$ cat src/hw/rtl/call_stack_exclusive_time_profiler_top_defines.svh
// ---------------------------------------------------------------------------
// Assertion macros for the call stack exclusive time profiler.
// Defining NO_ASSERTIONS turns every check into an empty statement.
// ---------------------------------------------------------------------------
`ifndef CALL_STACK_EXCLUSIVE_TIME_PROFILER_TOP_DEFINES_SVH
`define CALL_STACK_EXCLUSIVE_TIME_PROFILER_TOP_DEFINES_SVH

`ifndef NO_ASSERTIONS

// Consequent must hold in the same cycle as the antecedent.
`define CSTP_ASSERT_NOW(lbl, ck, rn, ante, cons, msg) \
	lbl: assert property (@(posedge ck) disable iff (!rn) (ante) |-> (cons)) else $error(msg);

// Consequent must hold in the cycle after the antecedent.
`define CSTP_ASSERT_NEXT(lbl, ck, rn, ante, cons, msg) \
	lbl: assert property (@(posedge ck) disable iff (!rn) (ante) |=> (cons)) else $error(msg);

`else

`define CSTP_ASSERT_NOW(lbl, ck, rn, ante, cons, msg)
`define CSTP_ASSERT_NEXT(lbl, ck, rn, ante, cons, msg)

`endif

`endif

$ cat src/hw/rtl/cstp_ram.sv
// ---------------------------------------------------------------------------
// cstp_ram
// Generic single-write, single-read RAM with a registered read port.
// ---------------------------------------------------------------------------
`default_nettype none

module cstp_ram #(
	parameter int WIDTH = 8,
	parameter int DEPTH = 64
) (
	input  wire logic                                     clk,
	input  wire logic                                     we,
	input  wire logic [((DEPTH > 1) ? $clog2(DEPTH) : 1)-1:0] waddr,
	input  wire logic [WIDTH-1:0]                         wdata,
	input  wire logic                                     re,
	input  wire logic [((DEPTH > 1) ? $clog2(DEPTH) : 1)-1:0] raddr,
	output logic      [WIDTH-1:0]                         rdata
);

	logic [WIDTH-1:0] mem [DEPTH];

	// Write port.
	always_ff @(posedge clk) begin
		if (we) begin
			mem[waddr] <= wdata;
		end
	end

	// Read port; data holds until the next read.
	always_ff @(posedge clk) begin
		if (re) begin
			rdata <= mem[raddr];
		end
	end

endmodule

`default_nettype wire

$ cat config.mk
export PLATFORM = sky130hd
export DESIGN_NAME = cstp_ram
export DESIGN_NICKNAME = d
export VERILOG_FILES = /design/src/hw/rtl/call_stack_exclusive_time_profiler_top_defines.svh /design/src/hw/rtl/cstp_ram.sv
export SDC_FILE = /design/constraint.sdc
export NUM_CORES = 1
export LEC_CHECK = 0
export ABC_CLOCK_PERIOD_IN_PS = 5500
export BUFFER_PORTS_ARGS = -buffer_cell sky130_fd_sc_hd__buf_2
export CAP_MARGIN = 20
export CORE_MARGIN = 3
export CORE_UTILIZATION = 30
export DETAILED_ROUTE_END_ITERATION = 8
export SYNTH_ARGS = -nofsm -noshare
export SYNTH_HDL_FRONTEND = slang
export SYNTH_SLANG_ARGS = --single-unit
$ cat constraint.sdc
create_clock -name clk -period 5.5 [get_ports clk]
set_input_delay 0.275 -clock clk [delete_from_list [all_inputs] [get_ports clk]]
set_output_delay 0.275 -clock clk [all_outputs]
set_load 0.005 [all_outputs]
After elaboration in Yosys (flattened, before gate mapping). Memory sizes are Yosys's and may differ from the RTL's. A register that Yosys moved wholly into a read port is not among the register bits. Index checks and enable logic that the tools add are counted.

Muxes and demuxes: 2.

Operators with widths (number): two-way mux 1 bit (2).

Bits in registers: 0. Memory bits (writable): 512. Output and inout bits: 8. Logic and storage cells: 3. Memories kept: 1.

Memories: mem (words 64, bits a word 8, read ports 1, clocked after Yosys merged registers in 1, write ports 1, line cstp_ram.sv:20) `logic [WIDTH-1:0] mem [DEPTH];`.

Depth between registers and ports, before layout. Gate-level depths: netlist of run 1.

Word-level depth: 2. Gate-level depth with buffers: 9. Mapped depth without buffers: 5.

Worst setup path after synthesis of run 1. Ideal clock, no wire load.

Path type: input to register. From: input port raddr[1] (netlist name). To: register rdata[3] (read register of mem) (data pin). Setup time: 0.266 ns. Data arrival time: 1.815 ns. Required time: 5.234 ns. Setup slack: 3.419 ns. Stages on the path: 7. Buffers on the path: 3. Cells stage by stage: buf_4 > buf_2 > buf_2 > mux4_2 > mux4_2 > o21ai_1 > o41ai_1.

RTL lines: from (decl) (line cstp_ram.sv:16) `input wire logic [((DEPTH > 1) ? $clog2(DEPTH) : 1)-1:0] raddr,`; to (decl) (line cstp_ram.sv:17) `output logic [WIDTH-1:0] rdata`.

==> results of run 1 <==
==> cells in the final DEF (no fill, tap or decap), types with 4 or more instances in the layout <==
master / n
buf_4: 20
a211oi_1: 4
clkinv_1: 10
mux2_2: 13
mux4_2: 126
a221oi_1: 6
edfxtp_1: 520
mux2i_1: 23
buf_2: 27
nor2_1: 83
nand3_1: 13
nand2_1: 19
o22ai_1: 8
nor2b_1: 14
clkbuf_16: 53
o221ai_1: 8
nor3_1: 7
nand2b_1: 7
clkinv_2: 8
bufinv_16: 4
clkbuf_1: 10
==> final timing paths <==
check	start	end	cells past startpoint
setup / recovery	raddr[1]	rdata[5]	6
hold / removal	re	rdata[6]	1
setup reg to reg	mem[29][6]	rdata[6]	5
hold reg to reg	mem[30][6]	rdata[6]	3
==> per-layer routing <==
layer / routed length, um / up-vias / global-route usage [%] / part of all wire [%]
li1: - / 4052 / - / -
met1: 19500 / 5119 / 17.7 / 42
met2: 22300 / 303 / 21.2 / 48
met3: 3200 / 71 / 3.01 / 6.9
met4: 1050 / 2 / 3.56 / 2.3
met5: 9 / - / 0 / 0.020
==> kinds of logic (layout without fill, tap and decap cells) <==
group	count (synthesis)	count (layout)	share of synthesized area [%]
AND/OR/NAND/NOR	153	153	3.37
buffers and inverters	51	145	1.56
AO/OA/AOI/OAI	54	54	2.06
flip-flops	520	520	77.1
multiplexers	162	162	15.9
other	0	3	0
==> Yosys cell counts (all sizes together), types with 2 or more instances <==
master	n
a22oi	3
o2bb2ai	3
o21a	2
mux4	126
clkbuf	17
nand3	13
nor3	7
mux2i	23
nand2b	7
nor2b	14
a2111oi	2
a21oi	3
o21ai	4
nor2	83
o221a	2
buf	34
nor4	2
o41ai	2
nand4	2
a211oi	4
o32ai	2
o221ai	8
nand3b	3
o22ai	8
mux2	13
o2111ai	3
edfxtp	520
a221oi	6
nand2	19
==> registers in the layout, indices dropped and copies added, names as in the netlist <==
| name | count |
|---|---|
| mem | 512 |
| rdata | 8 |
==> worst register-to-register path, stage by stage, from the launching register on <==
cell,delay [ns]
edfxtp_1,0.36
mux4_2,0.48
mux2_2,0.29
o221a_2,0.30
nor3_1,0.37
o32ai_1,0.14
==> power by group <==
part	internal [mW]	switching [mW]	total (mW)
combinational	0.148	0.250	0.398
clock	1.96	1.46	3.42
sequential	4.40	0.0109	4.41
total	6.50	1.72	8.23
==> stage by stage <==
step	setup slack, ns	hold slack, ns
2_1_floorplan	3.42	0.374
3_3_place_gp	2.03	0.652
3_5_place_dp	2.02	0.656
4_1_cts	2.64	0.0320
5_1_grt	2.66	0.0402
6_report	2.79	0.0628
==> layout make-up <==
type | count | area share, %
clock inverters | 31 | 1.20
repair buffers | 51 | 1.50
clock buffers | 63 | 5.93
well taps | 864 | 4.70
flip-flops and latches | 520 | 67.9
diodes | 3 | 0.0326
multi-input cells | 369 | 18.8
==> metrics.md, run 1 <==
| Metric | Value |
|---|---|
| Post-synth net total | `963` |
| FF+latch area | `15600 um^2` |
| Most used cell, CP | `buf_4` |
| H-tree lvl count | `2` |
| Final hold vios | `0` |
| Path type of the worst setup path | `in2reg` |
| Part of the cycle the worst path needs | `49.3%` |
| Area share of the leading cell type in the synthesized netlist | `77.1%` |
| Worst supply voltage drop on vdd | `0.000226 V` |
| Largest net degree at the start of global routing | `65` |
| Clock tree from TritonCTS | `done` |
| Post-route cell area | `23000 um^2` |
| Launching element type of the critical path | `input port` |
| Delay contributed by the slowest stage of the critical path | `0.74 ns` |
| Remaining antenna violation count | `0` |
| Synthesis Warnings | `0` |
| Final Total Pwr | `8.23 mW` |
| Cell count after synthesis | `940` |
| TritonRoute pass-1 iters | `5` |
| Master of the slowest instance on the critical path | `buf_4` |
| Setup_tns | `0 ns` |
| Clk slew on worst S/H paths | `0.07 ns` |
| Number of buffer and inverter instances along the worst setup path | `2` |
| Worst-path cell chain | `buf_4 > buf_4 > mux4_2 > nor2b_1 > a2111oi_0 > o41ai_1` |
| Placed cell count | `1802` |
| Sinks on the clock net | `520` |
| Number of antenna violations at the first check in global routing | `4` |
| Kind of end point of the critical path | `flop` |
| Total of flip-flops plus latches after synthesis | `520` |
| Routed via count divided by cell count | `5.02` |
| DRC violation total after the first TritonRoute iteration | `1072` |
| Post-Synthesis Cell Area | `20200 um^2` |
| Overflow left after global routing | `0` |
| Std cell rows | `94` |
| Worst hold path class | `in2reg` |
| Number of setup violations in the final report | `0` |
| Post-synthesis sequential area ratio | `77.1%` |
| All-layer global routing usage | `13.0%` |
| Number of inserted filler cells in the final layout | `6174` |
| Core area | `66300 um^2` |
| Async set-or-reset flop fraction in the synthesized netlist | `0%` |
| Via count of the first global-routing pass | `9764` |
| Number of vias in the routed layout | `9547` |
| Measured slew at the worst slew-check pin | `1.06 ns` |
| Die outline width | `266 um` |
| Final worst path period need | `2.71 ns` |
| Syn_area_per_cell | `21.5 um^2` |
| Hold Buf Count CTS | `0` |
| Required time worst endpoint | `5.81 ns` |
| Outcome | `completed` |
| Placer Congestion | `0.762` |
| Total count of max-transition violations in the final report | `0` |
| Sum of routed wire length over all layers | `46100 um` |
| Maximum clock rate | `369 MHz` |
| Wire length of the first global-routing pass | `67600 um` |
| Initial core utilization | `30.5%` |
| Worst slew slack as a fraction of its limit | `28.8%` |
| TritonCTS Buffers | `52` |
| Skew-Pair Late Insertion Delay | `0.58 ns` |
| CP Max Fanout | `63` |
| Vertical die dimension | `266 um` |
| IO Port Bufs | `30` |
| Overall die area | `70600 um^2` |
| Setup bufs post-CTS | `0` |
| Longest Clk Path Bufs | `3` |
| Number of enable-type register cells in the synthesized netlist | `520` |
| Leading register cell type out of synthesis | `edfxtp_1` |
| Per-cell routed wire length | `24.2 um` |
| Share of layout cells above drive strength 1 | `25.7%` |
| Cell area after placement | `21300 um^2` |
| DP Wirelength | `27200 um` |
| Area growth from synthesis to layout | `13.6%` |
| Most area-hungry cell type in the Yosys netlist | `edfxtp_1` |
| Top Ports | `31` |
| Netlist cell types | `39` |
| Worst clock skew | `0.0164 ns` |
| Data arrival time of the worst path | `3.02 ns` |
| Standby leakage power | `6.99 nW` |
| Max Cap Violations | `0` |
| Post-cts gate resize count | `0` |
| Non-filler instance count after layout | `1901` |
| DRC | `0` |
| Share of the core filled with cells in the final layout | `34.7%` |
| Cells taking the most area after synthesis | `edfxtp_1, mux4_2, nor2_1, mux2i_1, mux2_2` |
| Multi-input combinational cell area | `4320 um^2` |
| Root Driver | `clkbuf_16` |
| Worst path top cell family by delay | `buffers and inverters` |
| Setup repair after global routing missed its margin | `no` |
| Total power divided by cell area | `358 nW/um^2` |
| Worst-case register-to-register setup slack | `3.30 ns` |
| Layout Nets | `1017` |
Power figures use the tool's default switching activity.
==> run 2: changes to the inputs <==
ABC_CLOCK_PERIOD_IN_PS = 2570   (was 5500)
clock period = 2.57 ns   (was 5.5 ns; I/O delays follow)
==> run 2 against run 1 <==
Against the previous run: clock skew shrank 0.0051 ns; combinational power grew 130%; setup slack lost 2.4 ns; core utilization grew 1.1 points; critical path depth shrank 1; cell area grew 3.3%; global-route usage grew 0.27 points; routed wire length grew 0.82%; via count grew 3.0%; register-to-register slack lost 2.9 ns; count of clock-buffer cells in the layout grew 7; non-clock buffer count grew 106; critical path type is now reg2reg.
==> metrics.md, run 2 (synthesis results as in run 1) <==
| Metric | Value |
|---|---|
| Final worst path period need | `2.22 ns` |
| Core area | `66300 um^2 (unchanged)` |
| Setup_tns | `0 ns (unchanged)` |
| Final hold vios | `0 (unchanged)` |
| Remaining antenna violation count | `0 (unchanged)` |
| Clock group share of total power | `39.8% (-1.8 points)` |
| Worst-path cell chain | `mux4_2 > nor2b_1 > a2111oi_0 > buf_4 > o41ai_1` |
| Master of the slowest instance on the critical path | `a2111oi_0` |
| Required time worst endpoint | `2.89 ns (-2.92 ns)` |
| Part of the cycle the worst path needs | `86.3%` |
| Via count of the first global-routing pass | `10.2k (+4.7%)` |
| Clk slew on worst S/H paths | `0.06 ns (about the same)` |
| Top Ports | `31 (unchanged)` |
| Largest registers in the final layout | `mem x512, rdata x8` |
| Top reg by flops | `mem` |
| Overall die area | `70600 um^2 (unchanged)` |
| Non-filler instance count after layout | `2000 (+5.2%)` |
| Launching element type of the critical path | `flop` |
| Worst hold path class | `in2reg` |
| Total count of max-transition violations in the final report | `0 (unchanged)` |
| Measured slew at the worst slew-check pin | `0.745 ns (-0.319 ns)` |
| Clock tree from TritonCTS | `done` |
| Root Driver | `clkbuf_16` |
| Data arrival time of the worst path | `2.54 ns (-0.48 ns)` |
| Die outline width | `266 um (unchanged)` |
| Overflow left after global routing | `0 (unchanged)` |
| Worst setup timing slack at the placement stage | `-0.0781 ns (-2.10 ns)` |
| Largest net degree at the start of global routing | `65 (unchanged)` |
| Longest Clk Path Bufs | `3 (unchanged)` |
| Most frequent standard cell in the layout excluding fill and tap cells | `edfxtp_1` |
| Setup repair after global routing missed its margin | `no` |
| IO Port Bufs | `30 (unchanged)` |
| Sum of routed wire length over all layers | `46400 um (+0.82%)` |
| Kind of end point of the critical path | `flop` |
| Commonest non-fill, non-tap cells in the layout | `edfxtp_1, mux4_2, buf_4, nor2_1, clkbuf_16` |
| Sinks on the clock net | `520 (unchanged)` |
| Sequential cell fraction of total power | `54.8% (+1.2 points)` |
| Area growth from synthesis to layout | `17.3%` |
| Delay contributed by the slowest stage of the critical path | `0.68 ns (-0.06 ns)` |
| Number of vias in the routed layout | `9829 (+3.0%)` |
| Internal | `13.6 mW (+110%)` |
| Crit path setup slack, layout | `0.351 ns (-2.44 ns)` |
| Worst slew slack as a fraction of its limit | `49.1% (+20 points)` |
| CP Max Fanout | `1 (-98%)` |
| Std cell rows | `94 (unchanged)` |
| All-layer global routing usage | `13.3% (+0.27 points)` |
| Total power divided by cell area | `725 nW/um^2 (+100%)` |
| Skew-Pair Late Insertion Delay | `0.59 ns (about the same)` |
| Post-cts gate resize count | `0 (unchanged)` |
| TritonRoute pass-1 iters | `5 (unchanged)` |
| Max Cap Violations | `0 (unchanged)` |
| Wire length of the first global-routing pass | `69500 um (+2.8%)` |
| Path type of the worst setup path | `reg2reg` |
| Worst clock skew | `0.0113 ns (-0.00507 ns)` |
| Flip-flop count of the largest register after layout | `512 (unchanged)` |
| TritonCTS Buffers | `52 (unchanged)` |
| Vertical die dimension | `266 um (unchanged)` |
| Number of setup violations in the final report | `0 (unchanged)` |
| Maximum clock rate | `451 MHz` |
| Logic pwr share | `5.4% (+0.6 points)` |
| Layout Nets | `1123 (+10%)` |
| Worst supply voltage drop on vdd | `0.000426 V (+88%)` |
| Placer Congestion | `0.789 (+3.6%)` |
| H-tree lvl count | `2 (unchanged)` |
| Share of the core filled with cells in the final layout | `35.8% (+1.1 points)` |
| DP Wirelength | `29600 um (+8.8%)` |
| Initial core utilization | `30.5% (unchanged)` |
| Outcome | `completed` |
| Net switching power | `3.57 mW (+110%)` |
| Standby leakage power | `7.51 nW (+7.4%)` |
| Per-cell routed wire length | `23.2 um (-4.2%)` |
| DRC violation total after the first TritonRoute iteration | `926 (-14%)` |
| Routed via count divided by cell count | `4.91 (-2.1%)` |
| DRC | `0 (unchanged)` |
| Placed cell count | `1906 (+5.8%)` |
| Sw Share | `20.8% (-0.19 points)` |
| Setup bufs post-CTS | `0 (unchanged)` |
| Number of antenna violations at the first check in global routing | `4 (unchanged)` |
| Share of layout cells above drive strength 1 | `31.4% (+5.7 points)` |
==> run 2: cell types whose count changed in the layout (fill, tap and decap cells not counted), sizes merged <==
cell | previous run | this run
buf | 49 | 152
clkinv | 21 | 13
clkbuf | 65 | 71
dlygate4sd3 | 0 | 4
bufinv | 4 | 1
clkinvlp | 3 | 0
diode | 3 | 4
inv | 3 | 2
==> run 2: path summary, 6_finish.rpt <==
kind / startpoint / slack, ns / cells past startpoint / to
max reg2reg: mem[3][5] / 0.35 / 5 / rdata[5]
min reg2reg: mem[26][6] / 0.95 / 3 / rdata[6]
max: mem[3][5] / 0.35 / 5 / rdata[5]
min: wdata[7] / 0.05 / 1 / mem[54][7]
==> run 2: power by group through the flow <==
stage	sequential (mW)	combinational [mW]	clock, mW
floorplan	9.60	0.501	0
global placement	9.61	0.923	0
detailed placement	9.61	0.936	0
CTS	9.43	0.941	7.04
global route	9.43	0.996	7.36
finish	9.43	0.925	6.86
==> run 2: per-stage QoR <==
step | hold WS (ns) | power (mW) | cell area, um^2
5_1_grt | 0.0491 | 17.8 | 23700
2_1_floorplan | 0.227 | 10.1 | 20200
4_1_cts | 0.0138 | 17.4 | 23700
3_3_place_gp | 0.505 | 10.5 | 22200
6_report | 0.0506 | 17.2 | 23800
3_5_place_dp | 0.505 | 10.5 | 22200
==> run 2: worst max-delay path, delay by kind of cell, from the launching register on <==
kind / cells / cell delay, ns
buf+inv: 1 / 0.23
compound gates: 2 / 0.76
flops: 1 / 0.36
mux: 1 / 0.46
simple gates: 1 / 0.14
==> run 2: per-layer routing <==
| metal | up-vias | track usage [%] | wire, um |
|---|---|---|---|
| li1 | 4255 | - | - |
| met1 | 5182 | 18.0 | 19600 |
| met2 | 321 | 21.5 | 22400 |
| met3 | 69 | 3.44 | 3360 |
| met4 | 2 | 3.63 | 1040 |
| met5 | - | 0 | 15 |
==> run 2: timing repair <==
action,CTS,global route
hold buffers,4,0
endpoints found under the hold margin,10,0
setup endpoints to repair,0,0
==> run 2: layout make-up <==
class / count / area, um^2
multi-input combinational: 369 / 4320
antenna: 4 / 10.0
clock inverter: 16 / 108
clock buffer: 70 / 1390
fill: 6113 / 42600
timing repair buffer: 157 / 1240
tap: 864 / 1080
sequential: 520 / 15600
