`src/hw/rtl/call_stack_exclusive_time_profiler_top_defines.svh`:
```
// ---------------------------------------------------------------------------
// Assertion macros for the call stack exclusive time profiler.
// Defining NO_ASSERTIONS turns every check into an empty statement.
// ---------------------------------------------------------------------------
`ifndef CALL_STACK_EXCLUSIVE_TIME_PROFILER_TOP_DEFINES_SVH
`define CALL_STACK_EXCLUSIVE_TIME_PROFILER_TOP_DEFINES_SVH

`ifndef NO_ASSERTIONS

// Consequent must hold in the same cycle as the antecedent.
`define CSTP_ASSERT_NOW(lbl, ck, rn, ante, cons, msg) \
	lbl: assert property (@(posedge ck) disable iff (!rn) (ante) |-> (cons)) else $error(msg);

// Consequent must hold in the cycle after the antecedent.
`define CSTP_ASSERT_NEXT(lbl, ck, rn, ante, cons, msg) \
	lbl: assert property (@(posedge ck) disable iff (!rn) (ante) |=> (cons)) else $error(msg);

`else

`define CSTP_ASSERT_NOW(lbl, ck, rn, ante, cons, msg)
`define CSTP_ASSERT_NEXT(lbl, ck, rn, ante, cons, msg)

`endif

`endif

```
`src/hw/rtl/cstp_pkg.sv`:
```
// ---------------------------------------------------------------------------
// cstp_pkg
// Shared constants and types of the call stack exclusive time profiler.
// ---------------------------------------------------------------------------
`default_nettype none

package cstp_pkg;

	// Default sizes of the totals table and the call stack.
	localparam int NUM_FUNCS_DEF   = 256;
	localparam int STACK_DEPTH_DEF = 64;

	// Fixed field widths.
	localparam int ID_W   = 8;
	localparam int TIME_W = 32;
	localparam int ST_W   = 2;

	// Result status codes.
	localparam logic [ST_W-1:0] ST_CHARGED   = 2'd0;
	localparam logic [ST_W-1:0] ST_NONE      = 2'd1;
	localparam logic [ST_W-1:0] ST_OVERFLOW  = 2'd2;
	localparam logic [ST_W-1:0] ST_UNDERFLOW = 2'd3;

	// Requests from the sequencer to the stack unit.
	typedef struct packed {
		logic            peek;
		logic            push;
		logic            pop;
		logic [ID_W-1:0] id;
	} stk_cmd_t;

	// Condition of the stack as seen by the sequencer.
	typedef struct packed {
		logic            empty;
		logic            full;
		logic [ID_W-1:0] top;
	} stk_stat_t;

endpackage

`default_nettype wire

```
`src/hw/rtl/cstp_ram.sv`:
```
// ---------------------------------------------------------------------------
// cstp_ram
// Generic single-write, single-read RAM with a registered read port.
// ---------------------------------------------------------------------------
`default_nettype none

module cstp_ram #(
	parameter int WIDTH = 8,
	parameter int DEPTH = 64
) (
	input  wire logic                                     clk,
	input  wire logic                                     we,
	input  wire logic [((DEPTH > 1) ? $clog2(DEPTH) : 1)-1:0] waddr,
	input  wire logic [WIDTH-1:0]                         wdata,
	input  wire logic                                     re,
	input  wire logic [((DEPTH > 1) ? $clog2(DEPTH) : 1)-1:0] raddr,
	output logic      [WIDTH-1:0]                         rdata
);

	logic [WIDTH-1:0] mem [DEPTH];

	// Write port.
	always_ff @(posedge clk) begin
		if (we) begin
			mem[waddr] <= wdata;
		end
	end

	// Read port; data holds until the next read.
	always_ff @(posedge clk) begin
		if (re) begin
			rdata <= mem[raddr];
		end
	end

endmodule

`default_nettype wire

```
`src/hw/rtl/cstp_stack.sv`:
```
// ---------------------------------------------------------------------------
// cstp_stack
// Call stack: level and top in registers, the entries in a RAM. A peek reads
// the entry under the top so that a pop in the next cycle can restore it.
// ---------------------------------------------------------------------------
`default_nettype none

`include "call_stack_exclusive_time_profiler_top_defines.svh"

module cstp_stack #(
	parameter int STACK_DEPTH = cstp_pkg::STACK_DEPTH_DEF
) (
	input  wire logic                clk,
	input  wire logic                arst_n,
	input  wire cstp_pkg::stk_cmd_t  cmd,
	output cstp_pkg::stk_stat_t      stat
);

	localparam int LvW = $clog2(STACK_DEPTH + 1);
	localparam int SaW = (STACK_DEPTH > 1) ? $clog2(STACK_DEPTH) : 1;
	localparam int IdW = cstp_pkg::ID_W;

	logic [LvW-1:0] level_q;
	logic [IdW-1:0] top_q;
	logic [IdW-1:0] below_rdata;
	logic [LvW-1:0] below_level;

	// Level and top register.
	always_ff @(posedge clk or negedge arst_n) begin
		if (!arst_n) begin
			level_q <= '0;
		end else if (cmd.push) begin
			level_q <= level_q + LvW'(1);
		end else if (cmd.pop) begin
			level_q <= level_q - LvW'(1);
		end
	end

	always_ff @(posedge clk or negedge arst_n) begin
		if (!arst_n) begin
			top_q <= '0;
		end else if (cmd.push) begin
			top_q <= cmd.id;
		end else if (cmd.pop) begin
			top_q <= below_rdata;
		end
	end

	assign below_level = level_q - LvW'(2);

	// Entry storage; a push writes at the current level.
	cstp_ram #(
		.WIDTH(IdW),
		.DEPTH(STACK_DEPTH)
	) u_stack_ram (
		.clk  (clk),
		.we   (cmd.push),
		.waddr(level_q[SaW-1:0]),
		.wdata(cmd.id),
		.re   (cmd.peek),
		.raddr(below_level[SaW-1:0]),
		.rdata(below_rdata)
	);

	assign stat.empty = (level_q == '0);
	assign stat.full  = (level_q == LvW'(STACK_DEPTH));
	assign stat.top   = top_q;

	`CSTP_ASSERT_NOW(a_push_not_full, clk, arst_n, cmd.push, level_q != LvW'(STACK_DEPTH), "push on a full stack")
	`CSTP_ASSERT_NOW(a_pop_not_empty, clk, arst_n, cmd.pop, level_q != '0, "pop on an empty stack")
	`CSTP_ASSERT_NOW(a_push_pop_excl, clk, arst_n, cmd.push, !cmd.pop, "push and pop together")
	`CSTP_ASSERT_NEXT(a_push_level, clk, arst_n, cmd.push, level_q == $past(level_q) + LvW'(1), "level did not rise on push")

endmodule

`default_nettype wire

```
`config.mk`:
```
export PLATFORM = sky130hd
export DESIGN_NAME = cstp_stack
export DESIGN_NICKNAME = d
export VERILOG_FILES = /design/src/hw/rtl/cstp_pkg.sv /design/src/hw/rtl/cstp_ram.sv /design/src/hw/rtl/cstp_stack.sv
export VERILOG_INCLUDE_DIRS = /design/src /design/src/hw/rtl
export SDC_FILE = /design/constraint.sdc
export NUM_CORES = 1
export LEC_CHECK = 0
export BUFFER_PORTS_ARGS = -buffer_cell sky130_fd_sc_hd__buf_4
export CORE_ASPECT_RATIO = 1.25
export CORE_MARGIN = 1.5
export CORE_UTILIZATION = 50
export CTS_BUF_LIST = sky130_fd_sc_hd__clkbuf_16
export CTS_CLUSTER_SIZE = 30
export DETAILED_ROUTE_END_ITERATION = 10
export PLACE_DENSITY = 0.68
export SETUP_SLACK_MARGIN = 0.15
export SLEW_MARGIN = 20
export SYNTH_ARGS = -nofsm -noshare
export SYNTH_HDL_FRONTEND = slang
export SYNTH_SLANG_ARGS = --single-unit
```
`constraint.sdc`:
```
create_clock -name clk -period 3.3 [get_ports clk]
set_clock_uncertainty 0.05 [all_clocks]
set_input_delay 0.495 -clock clk [delete_from_list [all_inputs] [get_ports clk]]
set_output_delay 0.495 -clock clk [all_outputs]
set_load 0.1 [all_outputs]
```
After elaboration in Yosys (flattened, before gate mapping)

Memory sizes are Yosys's and may differ from the RTL's. A register that Yosys moved wholly into a read port is not among the register bits.
Cells that the tools add are included.

Flip-flop bits (word level): 15
RAM bits: 512
Output and inout port bits: 10
Logic and storage cells: 15
Memories kept: 1

Add/sub/neg operators: 3
Equality and inequality tests: 1
Muxes and demuxes: 6
Reductions and logical operators: 2

Memories:

| name            | depth | width | read ports | clocked after Yosys merged registers in | write ports | RTL line       | text |
|---|---|---|---|---|---|---|---|
| u_stack_ram.mem | 64    | 8     | 1          | 1                                       | 1           | cstp_ram.sv:20 | `logic [WIDTH-1:0] mem [DEPTH];` |

Operator list:

| operator            | number |
|---|---|
| $mux 8              | 2 |
| $mux 7              | 2 |
| $add 7x1->7 const B | 1 |
| $eq 7x7->1 const B  | 1 |
| $logic_not 7->1     | 1 |
| $sub 7x1->7 const B | 1 |
| $sub 6x2->6 const B | 1 |
| $mux 1              | 2 |
| $reduce_bool 2->1   | 1 |

Longest topological paths before layout

Gate-level depths: netlist (run 1).

Word-level depth: 3
Depth in mapped cells: 15
Mapped depth without buffers: 7

Cells and area by module

Synthesis (run 1) repeated with hierarchy kept, for this count alone.

Cells, all modules: 1,033
Area, all modules: 21,180.3 um^2

By module, submodules not included:

| module     | instances | cells each | area an instance (um^2) | seq. area each (um^2) |
|---|---|---|---|---|
| cstp_ram   | 1         | 940        | 20,246.9                | 15,615.0 |
| cstp_stack | 1         | 93         | 933.4                   | 375.4 |

Worst setup path before layout (run 1)

No wires, ideal clock.

Kind: register to output
Start point: register level_q[0]
End point: output port stat[8] (netlist bit)
Data arrival time: 3.979 ns
Path slack: -1.224 ns
Cell stages (with the launch flop): 6
Path buffers: 4
Cells stage by stage: dfrtp_1 -> buf_6 -> buf_6 -> buf_6 -> buf_4 -> nor4_1

RTL lines:

| element                | RTL line         | text |
|---|---|---|
| from (decl)            | cstp_stack.sv:23 | `logic [LvW-1:0] level_q;` |
| from (signal assigned) | cstp_stack.sv:33 | `level_q <= level_q + LvW'(1);` |
| from (signal assigned) | cstp_stack.sv:35 | `level_q <= level_q - LvW'(1);` |
| to (decl)              | cstp_stack.sv:16 | `output cstp_pkg::stk_stat_t stat` |

==> report_table.html, run 1 <==
<table>
<tr><th>Metric</th><th>Value</th></tr>
<tr><th colspan="2">Placement</th></tr>
<tr><td>DP Wirelength</td><td>between 20 and 30 mm</td></tr>
<tr><td>RePlAce Congestion</td><td>between 0.8 and 0.9</td></tr>
<tr><td>DP Area</td><td>roughly 22,000 um2</td></tr>
<tr><td>Number of I/O port buffers</td><td>22</td></tr>
<tr><td>Number of cells after detailed placement</td><td>between 1.5k and 2k</td></tr>
<tr><td>Worst slack at placement</td><td>about 0.28 ns</td></tr>
<tr><th colspan="2">Critical path</th></tr>
<tr><td>Critical path launch point</td><td>level_q[1]</td></tr>
<tr><td>Setup slack on the worst flop-to-flop path</td><td>roughly 0.35 ns</td></tr>
<tr><td>Element type at the critical path start</td><td>flop</td></tr>
<tr><td>Critical Path AT</td><td>between 2 and 2.5 ns</td></tr>
<tr><td>CP max FO</td><td>approximately 110</td></tr>
<tr><td>Worst r2r path cells</td><td>7</td></tr>
<tr><td>Worst R2R End</td><td>u_stack_ram.rdata[5]</td></tr>
<tr><td>Type of destination of the critical path</td><td>output pin</td></tr>
<tr><td>WP data required</td><td>about 2.8 ns</td></tr>
<tr><td>Worst setup path end</td><td>stat[9]</td></tr>
<tr><td>Launch instance of the worst register-to-register path</td><td>level_q[2]</td></tr>
<tr><td>Worst setup path category</td><td>flop to output pin</td></tr>
<tr><th colspan="2">Logic synthesis</th></tr>
<tr><td>Gate Count Post-Synth</td><td>about 1.1k</td></tr>
<tr><td>Number of storage elements in the synthesis netlist</td><td>approximately 540</td></tr>
<tr><td>Async set-or-reset flop fraction in the synthesized netlist</td><td>around 2.8%</td></tr>
<tr><td>Mapped Nets</td><td>roughly 1.1k</td></tr>
<tr><td>Yosys warnings</td><td>0</td></tr>
<tr><td>Cell Area, Synth</td><td>around 21,000 um2</td></tr>
<tr><td>Proportion of synthesized chip area in sequential cells</td><td>approximately three quarters</td></tr>
<tr><td>Number of enable flip-flop cells after synthesis</td><td>520</td></tr>
<tr><td>Most common flop cell mapped by yosys</td><td>sky130_fd_sc_hd__edfxtp_1</td></tr>
<tr><td>Synthesized area per cell</td><td>around 20 um2</td></tr>
<tr><td>Post-synth cell types</td><td>between 40 and 50</td></tr>
<tr><th colspan="2">Detailed routing</th></tr>
<tr><td>Remaining routing DRC violations</td><td>0</td></tr>
<tr><td>Routed length per placed instance</td><td>about 25 um</td></tr>
<tr><td>Routed Wire Length</td><td>roughly 44 mm</td></tr>
<tr><td>Detailed Route Iter0 Violations</td><td>1,050</td></tr>
<tr><td>First-pass iteration count of the detailed router</td><td>7</td></tr>
<tr><td>Total number of vias</td><td>just over 10k</td></tr>
<tr><td>Ratio of routed vias to standard cells</td><td>5.88</td></tr>
<tr><td>Number of nets still failing antenna checks after routing</td><td>0</td></tr>
<tr><th colspan="2">Die</th></tr>
<tr><td>Io pins</td><td>23</td></tr>
<tr><td>Placement row count</td><td>84</td></tr>
<tr><td>Die Footprint</td><td>between 40,000 and 50,000 um2</td></tr>
<tr><td>Initial core utilization</td><td>approximately half</td></tr>
<tr><td>Die outline width</td><td>around 190 um</td></tr>
<tr><td>Core region area</td><td>41,900 um2</td></tr>
<tr><td>Die extent in y</td><td>approximately 230 um</td></tr>
<tr><th colspan="2">Cells and area</th></tr>
<tr><td>Number of antenna repair diodes</td><td>0</td></tr>
<tr><td>Non-filler cells, final</td><td>between 1.5k and 2k</td></tr>
<tr><td>FILL cells</td><td>roughly 3k</td></tr>
<tr><td>Number of nets at the end of the flow</td><td>~1.2k</td></tr>
<tr><td>Core Util, Final</td><td>between 50% and 60%</td></tr>
<tr><td>Growth of design area from synthesis to finish</td><td>13.8%</td></tr>
<tr><td>Share of final-layout standard cells stronger than drive strength 1</td><td>26.7%</td></tr>
<tr><td>Area of all placed cells without fillers</td><td>between 20,000 and 25,000 um2</td></tr>
<tr><th colspan="2">STA</th></tr>
<tr><td>Setup repair after global routing missed its margin</td><td>false</td></tr>
<tr><td>Max-slew headroom</td><td>between 30% and 40%</td></tr>
<tr><td>Tightest hold margin</td><td>between 0.15 and 0.2 ns</td></tr>
<tr><td>Final Hold Violating Endpoints</td><td>0</td></tr>
<tr><td>Timing-limited maximum frequency</td><td>329 MHz</td></tr>
<tr><td>Slew of the pin with the lowest slew margin</td><td>slightly below 1 ns</td></tr>
<tr><td>Final critical path time including I/O delays and setup</td><td>approximately 3.0 ns</td></tr>
<tr><td>Post-route fraction of the period consumed by the critical path</td><td>92.0%</td></tr>
<tr><td>Final count of negative-setup-slack endpoints</td><td>0</td></tr>
<tr><td>Final worst-path setup slack</td><td>about 0.26 ns</td></tr>
<tr><td>Slew Limit Fails</td><td>0</td></tr>
<tr><td>Post-route setup TNS</td><td>0 ns</td></tr>
<tr><th colspan="2">Global routing</th></tr>
<tr><td>Antenna violations before repair</td><td>0</td></tr>
<tr><td>Largest net degree at the start of global routing</td><td>between 100 and 150</td></tr>
<tr><td>Wire length of the first global-routing pass</td><td>just under 70 mm</td></tr>
<tr><td>Number of global-route vias before repair</td><td>around 11k</td></tr>
<tr><td>Global-route usage over all layers</td><td>between 20% and 30%</td></tr>
<tr><td>Total congestion overflow after global routing</td><td>0</td></tr>
<tr><th colspan="2">Hold path</th></tr>
<tr><td>Hold Path Class</td><td>input port to flop</td></tr>
<tr><th colspan="2">Clocking</th></tr>
<tr><td>Inserted Clock Buffers</td><td>50</td></tr>
<tr><td>Clk pin slew, worst setup/hold paths</td><td>around 0.07 ns</td></tr>
<tr><td>Clock root buffer</td><td>sky130_fd_sc_hd__clkbuf_16</td></tr>
<tr><td>Skew-Pair Late Insertion Delay</td><td>about 0.57 ns</td></tr>
<tr><td>Buffers inserted during post-CTS setup optimization</td><td>0</td></tr>
<tr><td>H-tree level count</td><td>2</td></tr>
<tr><td>CTS tree</td><td>done</td></tr>
<tr><td>Worst-case clock buffer depth</td><td>3</td></tr>
<tr><td>Sinks on the clock net</td><td>about 540</td></tr>
<tr><th colspan="2">Power</th></tr>
<tr><td>Maximum VDD drop</td><td>~0.00065 V</td></tr>
<tr><td>Total power</td><td>between 20 and 25 mW</td></tr>
<tr><td>Standby leakage power</td><td>a little under 8 nW</td></tr>
<tr><td>Power density normalized to cell area</td><td>approximately 860 nW/um2</td></tr>
<tr><th colspan="2">Run status</th></tr>
<tr><td>Outcome</td><td>finished, final reports clean</td></tr>
<tr><th colspan="2">Job</th></tr>
<tr><td>Maximum capacitance violations</td><td>0</td></tr>
</table>
==> state kept, by name (all words and copies together), names as in the netlist <==
signal / cells
level_q: 7
u_stack_ram.rdata: 8
top_q: 8
u_stack_ram.mem: 512
==> kinds of logic after synthesis <==
logic type | Yosys count | share of synthesized area [%]
AO/OA/AOI/OAI | 63 | 1.91
XOR/XNOR | 8 | 0.331
adder cells (fa/ha/maj) | 10 | 0.626
buffers and inverters | 61 | 1.61
flip-flops | 535 | 75.5
multiplexers | 161 | 15.6
AND/OR/NAND/NOR | 219 | 4.39
==> synthesized netlist by cell type, types with 8 or more instances <==
master / number / area, um2
sky130_fd_sc_hd__a21oi_1: 13 / 65.1
sky130_fd_sc_hd__a221o_1: 8 / 80.1
sky130_fd_sc_hd__buf_2: 14 / 70.1
sky130_fd_sc_hd__buf_4: 11 / 82.6
sky130_fd_sc_hd__clkbuf_1: 18 / 67.6
sky130_fd_sc_hd__dfrtp_1: 15 / 375
sky130_fd_sc_hd__edfxtp_1: 520 / 15600
sky130_fd_sc_hd__ha_1: 9 / 113
sky130_fd_sc_hd__mux2i_1: 24 / 240
sky130_fd_sc_hd__mux4_2: 136 / 3060
sky130_fd_sc_hd__nand2_1: 14 / 52.6
sky130_fd_sc_hd__nand3_1: 8 / 40.0
sky130_fd_sc_hd__nor2_1: 165 / 619
sky130_fd_sc_hd__o21ai_0: 14 / 70.1
sky130_fd_sc_hd__o22ai_1: 16 / 100
==> layout make-up <==
class / count / area, um2 / share of cell area (%)
clock buffer: 53 / 1330 / 5.50
sequential: 535 / 16000 / 66.4
inverter: 6 / 22.5 / 0.0935
tap: 559 / 699 / 2.90
clock inverter: 35 / 279 / 1.16
timing repair buffer: 104 / 866 / 3.59
multi-input combinational: 461 / 4900 / 20.4
==> report_power, final <==
| group | internal, mW | switching, mW | leakage [nW] |
|---|---|---|---|
| clock network | 3.26 | 2.38 | 0.824 |
| registers | 7.88 | 0.228 | 4.86 |
| logic | 3.05 | 3.91 | 2.16 |
| total | 14.2 | 6.51 | 7.85 |
==> critical path, stage by stage, from the launching register on <==
cell and delay [ns]:
sky130_fd_sc_hd__dfrtp_4 0.49, sky130_fd_sc_hd__buf_12 0.25, sky130_fd_sc_hd__or2_2 0.43, sky130_fd_sc_hd__nor4_2 0.46
sky130_fd_sc_hd__buf_6 0.30
==> placed cells by master (no fill, tap or decap), types with 2 or more instances in the layout <==
master / Yosys / layout
sky130_fd_sc_hd__or3b_2: 4 / 4
sky130_fd_sc_hd__o21bai_1: 2 / 2
sky130_fd_sc_hd__nand3_1: 8 / 8
sky130_fd_sc_hd__a21oi_1: 13 / 13
sky130_fd_sc_hd__a221o_1: 8 / 8
sky130_fd_sc_hd__dfrtp_1: 15 / 13
sky130_fd_sc_hd__o21ai_1: 2 / 2
sky130_fd_sc_hd__mux2i_1: 24 / 24
sky130_fd_sc_hd__o21ai_0: 14 / 14
sky130_fd_sc_hd__xnor2_1: 6 / 5
sky130_fd_sc_hd__buf_12: 0 / 6
sky130_fd_sc_hd__mux4_2: 136 / 136
sky130_fd_sc_hd__buf_4: 11 / 95
sky130_fd_sc_hd__nor2b_1: 2 / 2
sky130_fd_sc_hd__clkinv_2: 0 / 6
sky130_fd_sc_hd__clkbuf_16: 0 / 53
sky130_fd_sc_hd__edfxtp_1: 520 / 520
sky130_fd_sc_hd__bufinv_16: 0 / 5
sky130_fd_sc_hd__nor3b_1: 2 / 2
sky130_fd_sc_hd__nand2b_1: 2 / 2
sky130_fd_sc_hd__nand2_1: 14 / 14
sky130_fd_sc_hd__dfrtp_4: 0 / 2
sky130_fd_sc_hd__inv_1: 6 / 16
sky130_fd_sc_hd__nor2_1: 165 / 165
sky130_fd_sc_hd__ha_1: 9 / 9
sky130_fd_sc_hd__nor3_1: 7 / 7
sky130_fd_sc_hd__nand3b_1: 5 / 5
sky130_fd_sc_hd__clkinv_1: 0 / 12
sky130_fd_sc_hd__o22ai_1: 16 / 16
sky130_fd_sc_hd__buf_6: 7 / 2
sky130_fd_sc_hd__a21o_1: 3 / 3
==> worst min path at each step <==
stage                        from              endpoint  slack (ns)  cells after the start
after floorplan            arst_n            level_q[0]        0.15                      0
after global placement     arst_n              top_q[6]        0.33                      1
after detailed placement   arst_n              top_q[1]        0.33                      1
after CTS                 cmd[10]  u_stack_ram.rdata[2]        0.16                      1
after global routing      cmd[10]  u_stack_ram.rdata[1]        0.17                      1
final                     cmd[10]  u_stack_ram.rdata[5]        0.17                      1
==> repair_timing <==
action / CTS / global route
endpoints found under the setup margin: 2 / 4
hold buffers: 1 / 0
hold endpoints to repair: 15 / 0
resized for setup: 2 / 2
pin swaps: 0 / 0
gates cloned: 0 / 0
==> layer usage <==
| layer | share of wire [%] | wire (um) | track usage, % |
|---|---|---|---|
| met5 | 0 | 0 | 0 |
| met2 | 51 | 22500 | 35.3 |
| met1 | 41 | 18000 | 28.0 |
| met3 | 5.0 | 2220 | 2.75 |
| met4 | 3.5 | 1540 | 7.91 |
Note: power is estimated with default switching activity, not from simulation.
==> run 2: changes to the inputs <==
==> constraint.sdc (replaced) <==
create_clock -name clk -period 3.3 [get_ports clk]
set_clock_uncertainty 0.05 [all_clocks]
set_input_delay 0.165 -clock clk [delete_from_list [all_inputs] [get_ports clk]]
set_output_delay 0.165 -clock clk [all_outputs]
set_load 0.1 [all_outputs]
==> report_table.html, run 2 (synthesized netlist as in run 1, its figures left out) <==
<table>
<tr><th>Metric</th><th>Value</th></tr>
<tr><th colspan="2">Clocking</th></tr>
<tr><td>Sinks on the clock net</td><td>535 (unchanged)</td></tr>
<tr><td>Clock root buffer</td><td>sky130_fd_sc_hd__clkbuf_16 (unchanged)</td></tr>
<tr><td>CTS tree</td><td>done (unchanged)</td></tr>
<tr><td>Skew-Pair Late Insertion Delay</td><td>0.56 ns (was 0.57 ns)</td></tr>
<tr><td>Clk pin slew, worst setup/hold paths</td><td>0.06 ns (was 0.07 ns)</td></tr>
<tr><td>Inserted Clock Buffers</td><td>49 (was 50)</td></tr>
<tr><td>Worst-case clock buffer depth</td><td>3 (unchanged)</td></tr>
<tr><td>H-tree level count</td><td>2 (unchanged)</td></tr>
<tr><th colspan="2">Detailed routing</th></tr>
<tr><td>Routed Wire Length</td><td>46.4 mm (was 44.3 mm)</td></tr>
<tr><td>Total number of vias</td><td>10.5k (was 10.3k)</td></tr>
<tr><td>Ratio of routed vias to standard cells</td><td>6.00 (was 5.88)</td></tr>
<tr><td>Detailed Route Iter0 Violations</td><td>1,065 (was 1,050)</td></tr>
<tr><td>Number of nets still failing antenna checks after routing</td><td>0 (unchanged)</td></tr>
<tr><td>Remaining routing DRC violations</td><td>0 (unchanged)</td></tr>
<tr><td>Routed length per placed instance</td><td>26.5 um (was 25.3 um)</td></tr>
<tr><td>First-pass iteration count of the detailed router</td><td>7 (unchanged)</td></tr>
<tr><th colspan="2">Die</th></tr>
<tr><td>Initial core utilization</td><td>50.5% (unchanged)</td></tr>
<tr><td>Placement row count</td><td>84 (unchanged)</td></tr>
<tr><td>Io pins</td><td>23 (unchanged)</td></tr>
<tr><td>Die outline width</td><td>187 um (unchanged)</td></tr>
<tr><td>Die extent in y</td><td>233 um (unchanged)</td></tr>
<tr><td>Core region area</td><td>41,900 um2 (unchanged)</td></tr>
<tr><td>Die Footprint</td><td>43,600 um2 (unchanged)</td></tr>
<tr><th colspan="2">Global routing</th></tr>
<tr><td>Total congestion overflow after global routing</td><td>0 (unchanged)</td></tr>
<tr><td>Wire length of the first global-routing pass</td><td>69.8 mm (was 67.4 mm)</td></tr>
<tr><td>Largest net degree at the start of global routing</td><td>81 (was 107)</td></tr>
<tr><td>Met2 usage</td><td>36.0% (was 35.3%)</td></tr>
<tr><td>Grt met1 use</td><td>29.1% (was 28.0%)</td></tr>
<tr><td>Routing usage on met3</td><td>3.28% (was 2.75%)</td></tr>
<tr><td>Global-route usage over all layers</td><td>21.8% (was 20.9%)</td></tr>
<tr><td>Antenna violations before repair</td><td>0 (unchanged)</td></tr>
<tr><td>Number of global-route vias before repair</td><td>10.9k (was 10.6k)</td></tr>
<tr><td>Busiest layer in global routing</td><td>met2 (unchanged)</td></tr>
<tr><th colspan="2">STA</th></tr>
<tr><td>Tightest hold margin</td><td>0.0345 ns (was 0.173 ns)</td></tr>
<tr><td>Final count of negative-setup-slack endpoints</td><td>0 (unchanged)</td></tr>
<tr><td>Slew Limit Fails</td><td>0 (unchanged)</td></tr>
<tr><td>Post-route setup TNS</td><td>0 ns (unchanged)</td></tr>
<tr><td>Setup repair after global routing missed its margin</td><td>false (unchanged)</td></tr>
<tr><td>Post-route fraction of the period consumed by the critical path</td><td>90.8% (was 92.0%)</td></tr>
<tr><td>Timing-limited maximum frequency</td><td>334 MHz (was 329 MHz)</td></tr>
<tr><td>Max-slew headroom</td><td>33.8% (was 35.0%)</td></tr>
<tr><td>Final Hold Violating Endpoints</td><td>0 (unchanged)</td></tr>
<tr><td>Slew of the pin with the lowest slew margin</td><td>0.989 ns (was 0.971 ns)</td></tr>
<tr><td>Final critical path time including I/O delays and setup</td><td>3.00 ns (was 3.04 ns)</td></tr>
<tr><th colspan="2">Critical path</th></tr>
<tr><td>Largest incremental delay on the critical path</td><td>0.65 ns (was 0.49 ns)</td></tr>
<tr><td>Type of destination of the critical path</td><td>output pin (unchanged)</td></tr>
<tr><td>CP max FO</td><td>16 (was 106)</td></tr>
<tr><td>Critical-path cell with the highest stage delay</td><td>sky130_fd_sc_hd__or3_1 (was sky130_fd_sc_hd__dfrtp_4)</td></tr>
<tr><td>Cell chain of the critical path</td><td>or3_1, nor4_1, buf_4 (was buf_12, or2_2, nor4_2, buf_6)</td></tr>
<tr><td>Critical Path AT</td><td>2.78 ns (was 2.49 ns)</td></tr>
<tr><td>Setup slack on the worst flop-to-flop path</td><td>0.31 ns (was 0.35 ns)</td></tr>
<tr><td>Worst r2r path cells</td><td>7 (unchanged)</td></tr>
<tr><td>WP data required</td><td>3.08 ns (was 2.75 ns)</td></tr>
<tr><td>Element type at the critical path start</td><td>flop (unchanged)</td></tr>
<tr><td>Worst setup path category</td><td>flop to output pin (unchanged)</td></tr>
<tr><th colspan="2">Cells and area</th></tr>
<tr><td>Number of flip-flops in the largest register</td><td>512 (unchanged)</td></tr>
<tr><td>Commonest cells after routing, fill and taps aside</td><td>sky130_fd_sc_hd__edfxtp_1 (520), sky130_fd_sc_hd__nor2_1 (165), sky130_fd_sc_hd__mux4_2 (136) (unchanged)</td></tr>
<tr><td>FILL cells</td><td>3,030 (was 3,040)</td></tr>
<tr><td>Largest registers</td><td>u_stack_ram.mem: 512 flops, top_q: 8 flops, u_stack_ram.rdata: 8 flops (unchanged)</td></tr>
<tr><td>Number of antenna repair diodes</td><td>0 (unchanged)</td></tr>
<tr><td>Most common cell after layout, fill and taps aside</td><td>sky130_fd_sc_hd__edfxtp_1 (unchanged)</td></tr>
<tr><td>Most flop-heavy register</td><td>u_stack_ram.mem (unchanged)</td></tr>
<tr><td>Growth of design area from synthesis to finish</td><td>13.3% (was 13.8%)</td></tr>
<tr><td>Share of final-layout standard cells stronger than drive strength 1</td><td>26.3% (was 26.7%)</td></tr>
<tr><td>Number of nets at the end of the flow</td><td>1,182 (was 1,181)</td></tr>
<tr><th colspan="2">Hold path</th></tr>
<tr><td>Worst Hold Path Cells</td><td>3 (was 1)</td></tr>
<tr><td>Hold Path Class</td><td>input port to flop (unchanged)</td></tr>
<tr><th colspan="2">Power</th></tr>
<tr><td>Standby leakage power</td><td>7.79 nW (was 7.85 nW)</td></tr>
<tr><td>Logic gate share of total power</td><td>33.5% (was 33.6%)</td></tr>
<tr><td>Internal Power</td><td>13.8 mW (was 14.2 mW)</td></tr>
<tr><td>Power density normalized to cell area</td><td>850 nW/um2 (was 860 nW/um2)</td></tr>
<tr><td>Switching part of the total</td><td>32.2% (was 31.4%)</td></tr>
<tr><td>Seq pwr share</td><td>40.3% (was 39.2%)</td></tr>
<tr><td>Maximum VDD drop</td><td>0.000676 V (was 0.000655 V)</td></tr>
<tr><td>Clock power frac</td><td>26.2% (was 27.3%)</td></tr>
<tr><td>Net Switching</td><td>6.56 mW (was 6.51 mW)</td></tr>
<tr><th colspan="2">Run status</th></tr>
<tr><td>Outcome</td><td>finished, final reports clean (unchanged)</td></tr>
<tr><th colspan="2">Placement</th></tr>
<tr><td>DP Wirelength</td><td>27.8 mm (was 27.1 mm)</td></tr>
<tr><td>Number of I/O port buffers</td><td>22 (unchanged)</td></tr>
<tr><td>RePlAce Congestion</td><td>0.810 (was 0.852)</td></tr>
<tr><th colspan="2">Job</th></tr>
<tr><td>Maximum capacitance violations</td><td>0 (unchanged)</td></tr>
</table>
-- run 2: worst max-delay path: cells and delay by family, from the launching register on --
kind | cells | cell delay [ns]
buffers and inverters | 1 | 0.40
flip-flops | 1 | 0.62
AND/OR/NAND/NOR | 2 | 1.18
-- run 2: metal layers --
metal / part of all wire (%) / vias to the layer above
met4: 4.5 / 0
li1: - / 4486
met3: 5.6 / 121
met1: 40 / 5532
met2: 50 / 377
met5: 0 / -
-- run 2: what timing repair did --
item	in CTS	in global routing
hold endpoints to repair	31	0
setup endpoints to repair	0	8
gates resized for setup	0	2
setup buffers	0	0
hold buffers	4	0
-- run 2: layout make-up --
type | instances | area [um2] | area share (%)
clock inverters | 36 | 233 | 0.970
clock buffers | 51 | 1280 | 5.32
multi-input cells | 461 | 4880 | 20.3
well taps | 559 | 699 | 2.91
repair buffers | 106 | 893 | 3.72
flip-flops and latches | 535 | 16000 | 66.6
inverters | 6 | 22.5 | 0.0938
-- run 2: worst paths after layout --
kind                                       from              endpoint
max in group asynchronous                arst_n            level_q[0]
hold reg to reg            u_stack_ram.rdata[4]              top_q[4]
hold / removal                           cmd[8]              top_q[4]
setup reg to reg                     level_q[2]  u_stack_ram.rdata[7]
setup / recovery                     level_q[3]               stat[9]
min in group asynchronous                arst_n            level_q[6]
-- run 2: per-stage QoR --
| step | total power, mW | util, % | std cells | instance area (um2) | setup slack [ns] |
|---|---|---|---|---|---|
| floorplan | 13.0 | - | 1057 | 21200 | -0.894 |
| CTS | 20.6 | 57.2 | 1754 | 24000 | 0.178 |
| global route | 21.2 | 57.2 | 1754 | 24000 | 0.166 |
| detailed placement | 15.2 | 53.5 | 1663 | 22500 | 0.228 |
| finish | 20.4 | 57.2 | 1754 | 24000 | 0.305 |
| global placement | 15.1 | 53.5 | 1663 | 22500 | 0.259 |
-- run 2: power by group through the flow --
| stage | clock network, mW | registers [mW] | logic, mW |
|---|---|---|---|
| 3_3_place_gp | 0 | 8.36 | 6.79 |
| 2_1_floorplan | 0 | 8.25 | 4.77 |
| 5_1_grt | 5.66 | 8.27 | 7.26 |
| 4_1_cts | 5.44 | 8.23 | 6.88 |
| 6_report | 5.35 | 8.23 | 6.84 |
| 3_5_place_dp | 0 | 8.37 | 6.85 |
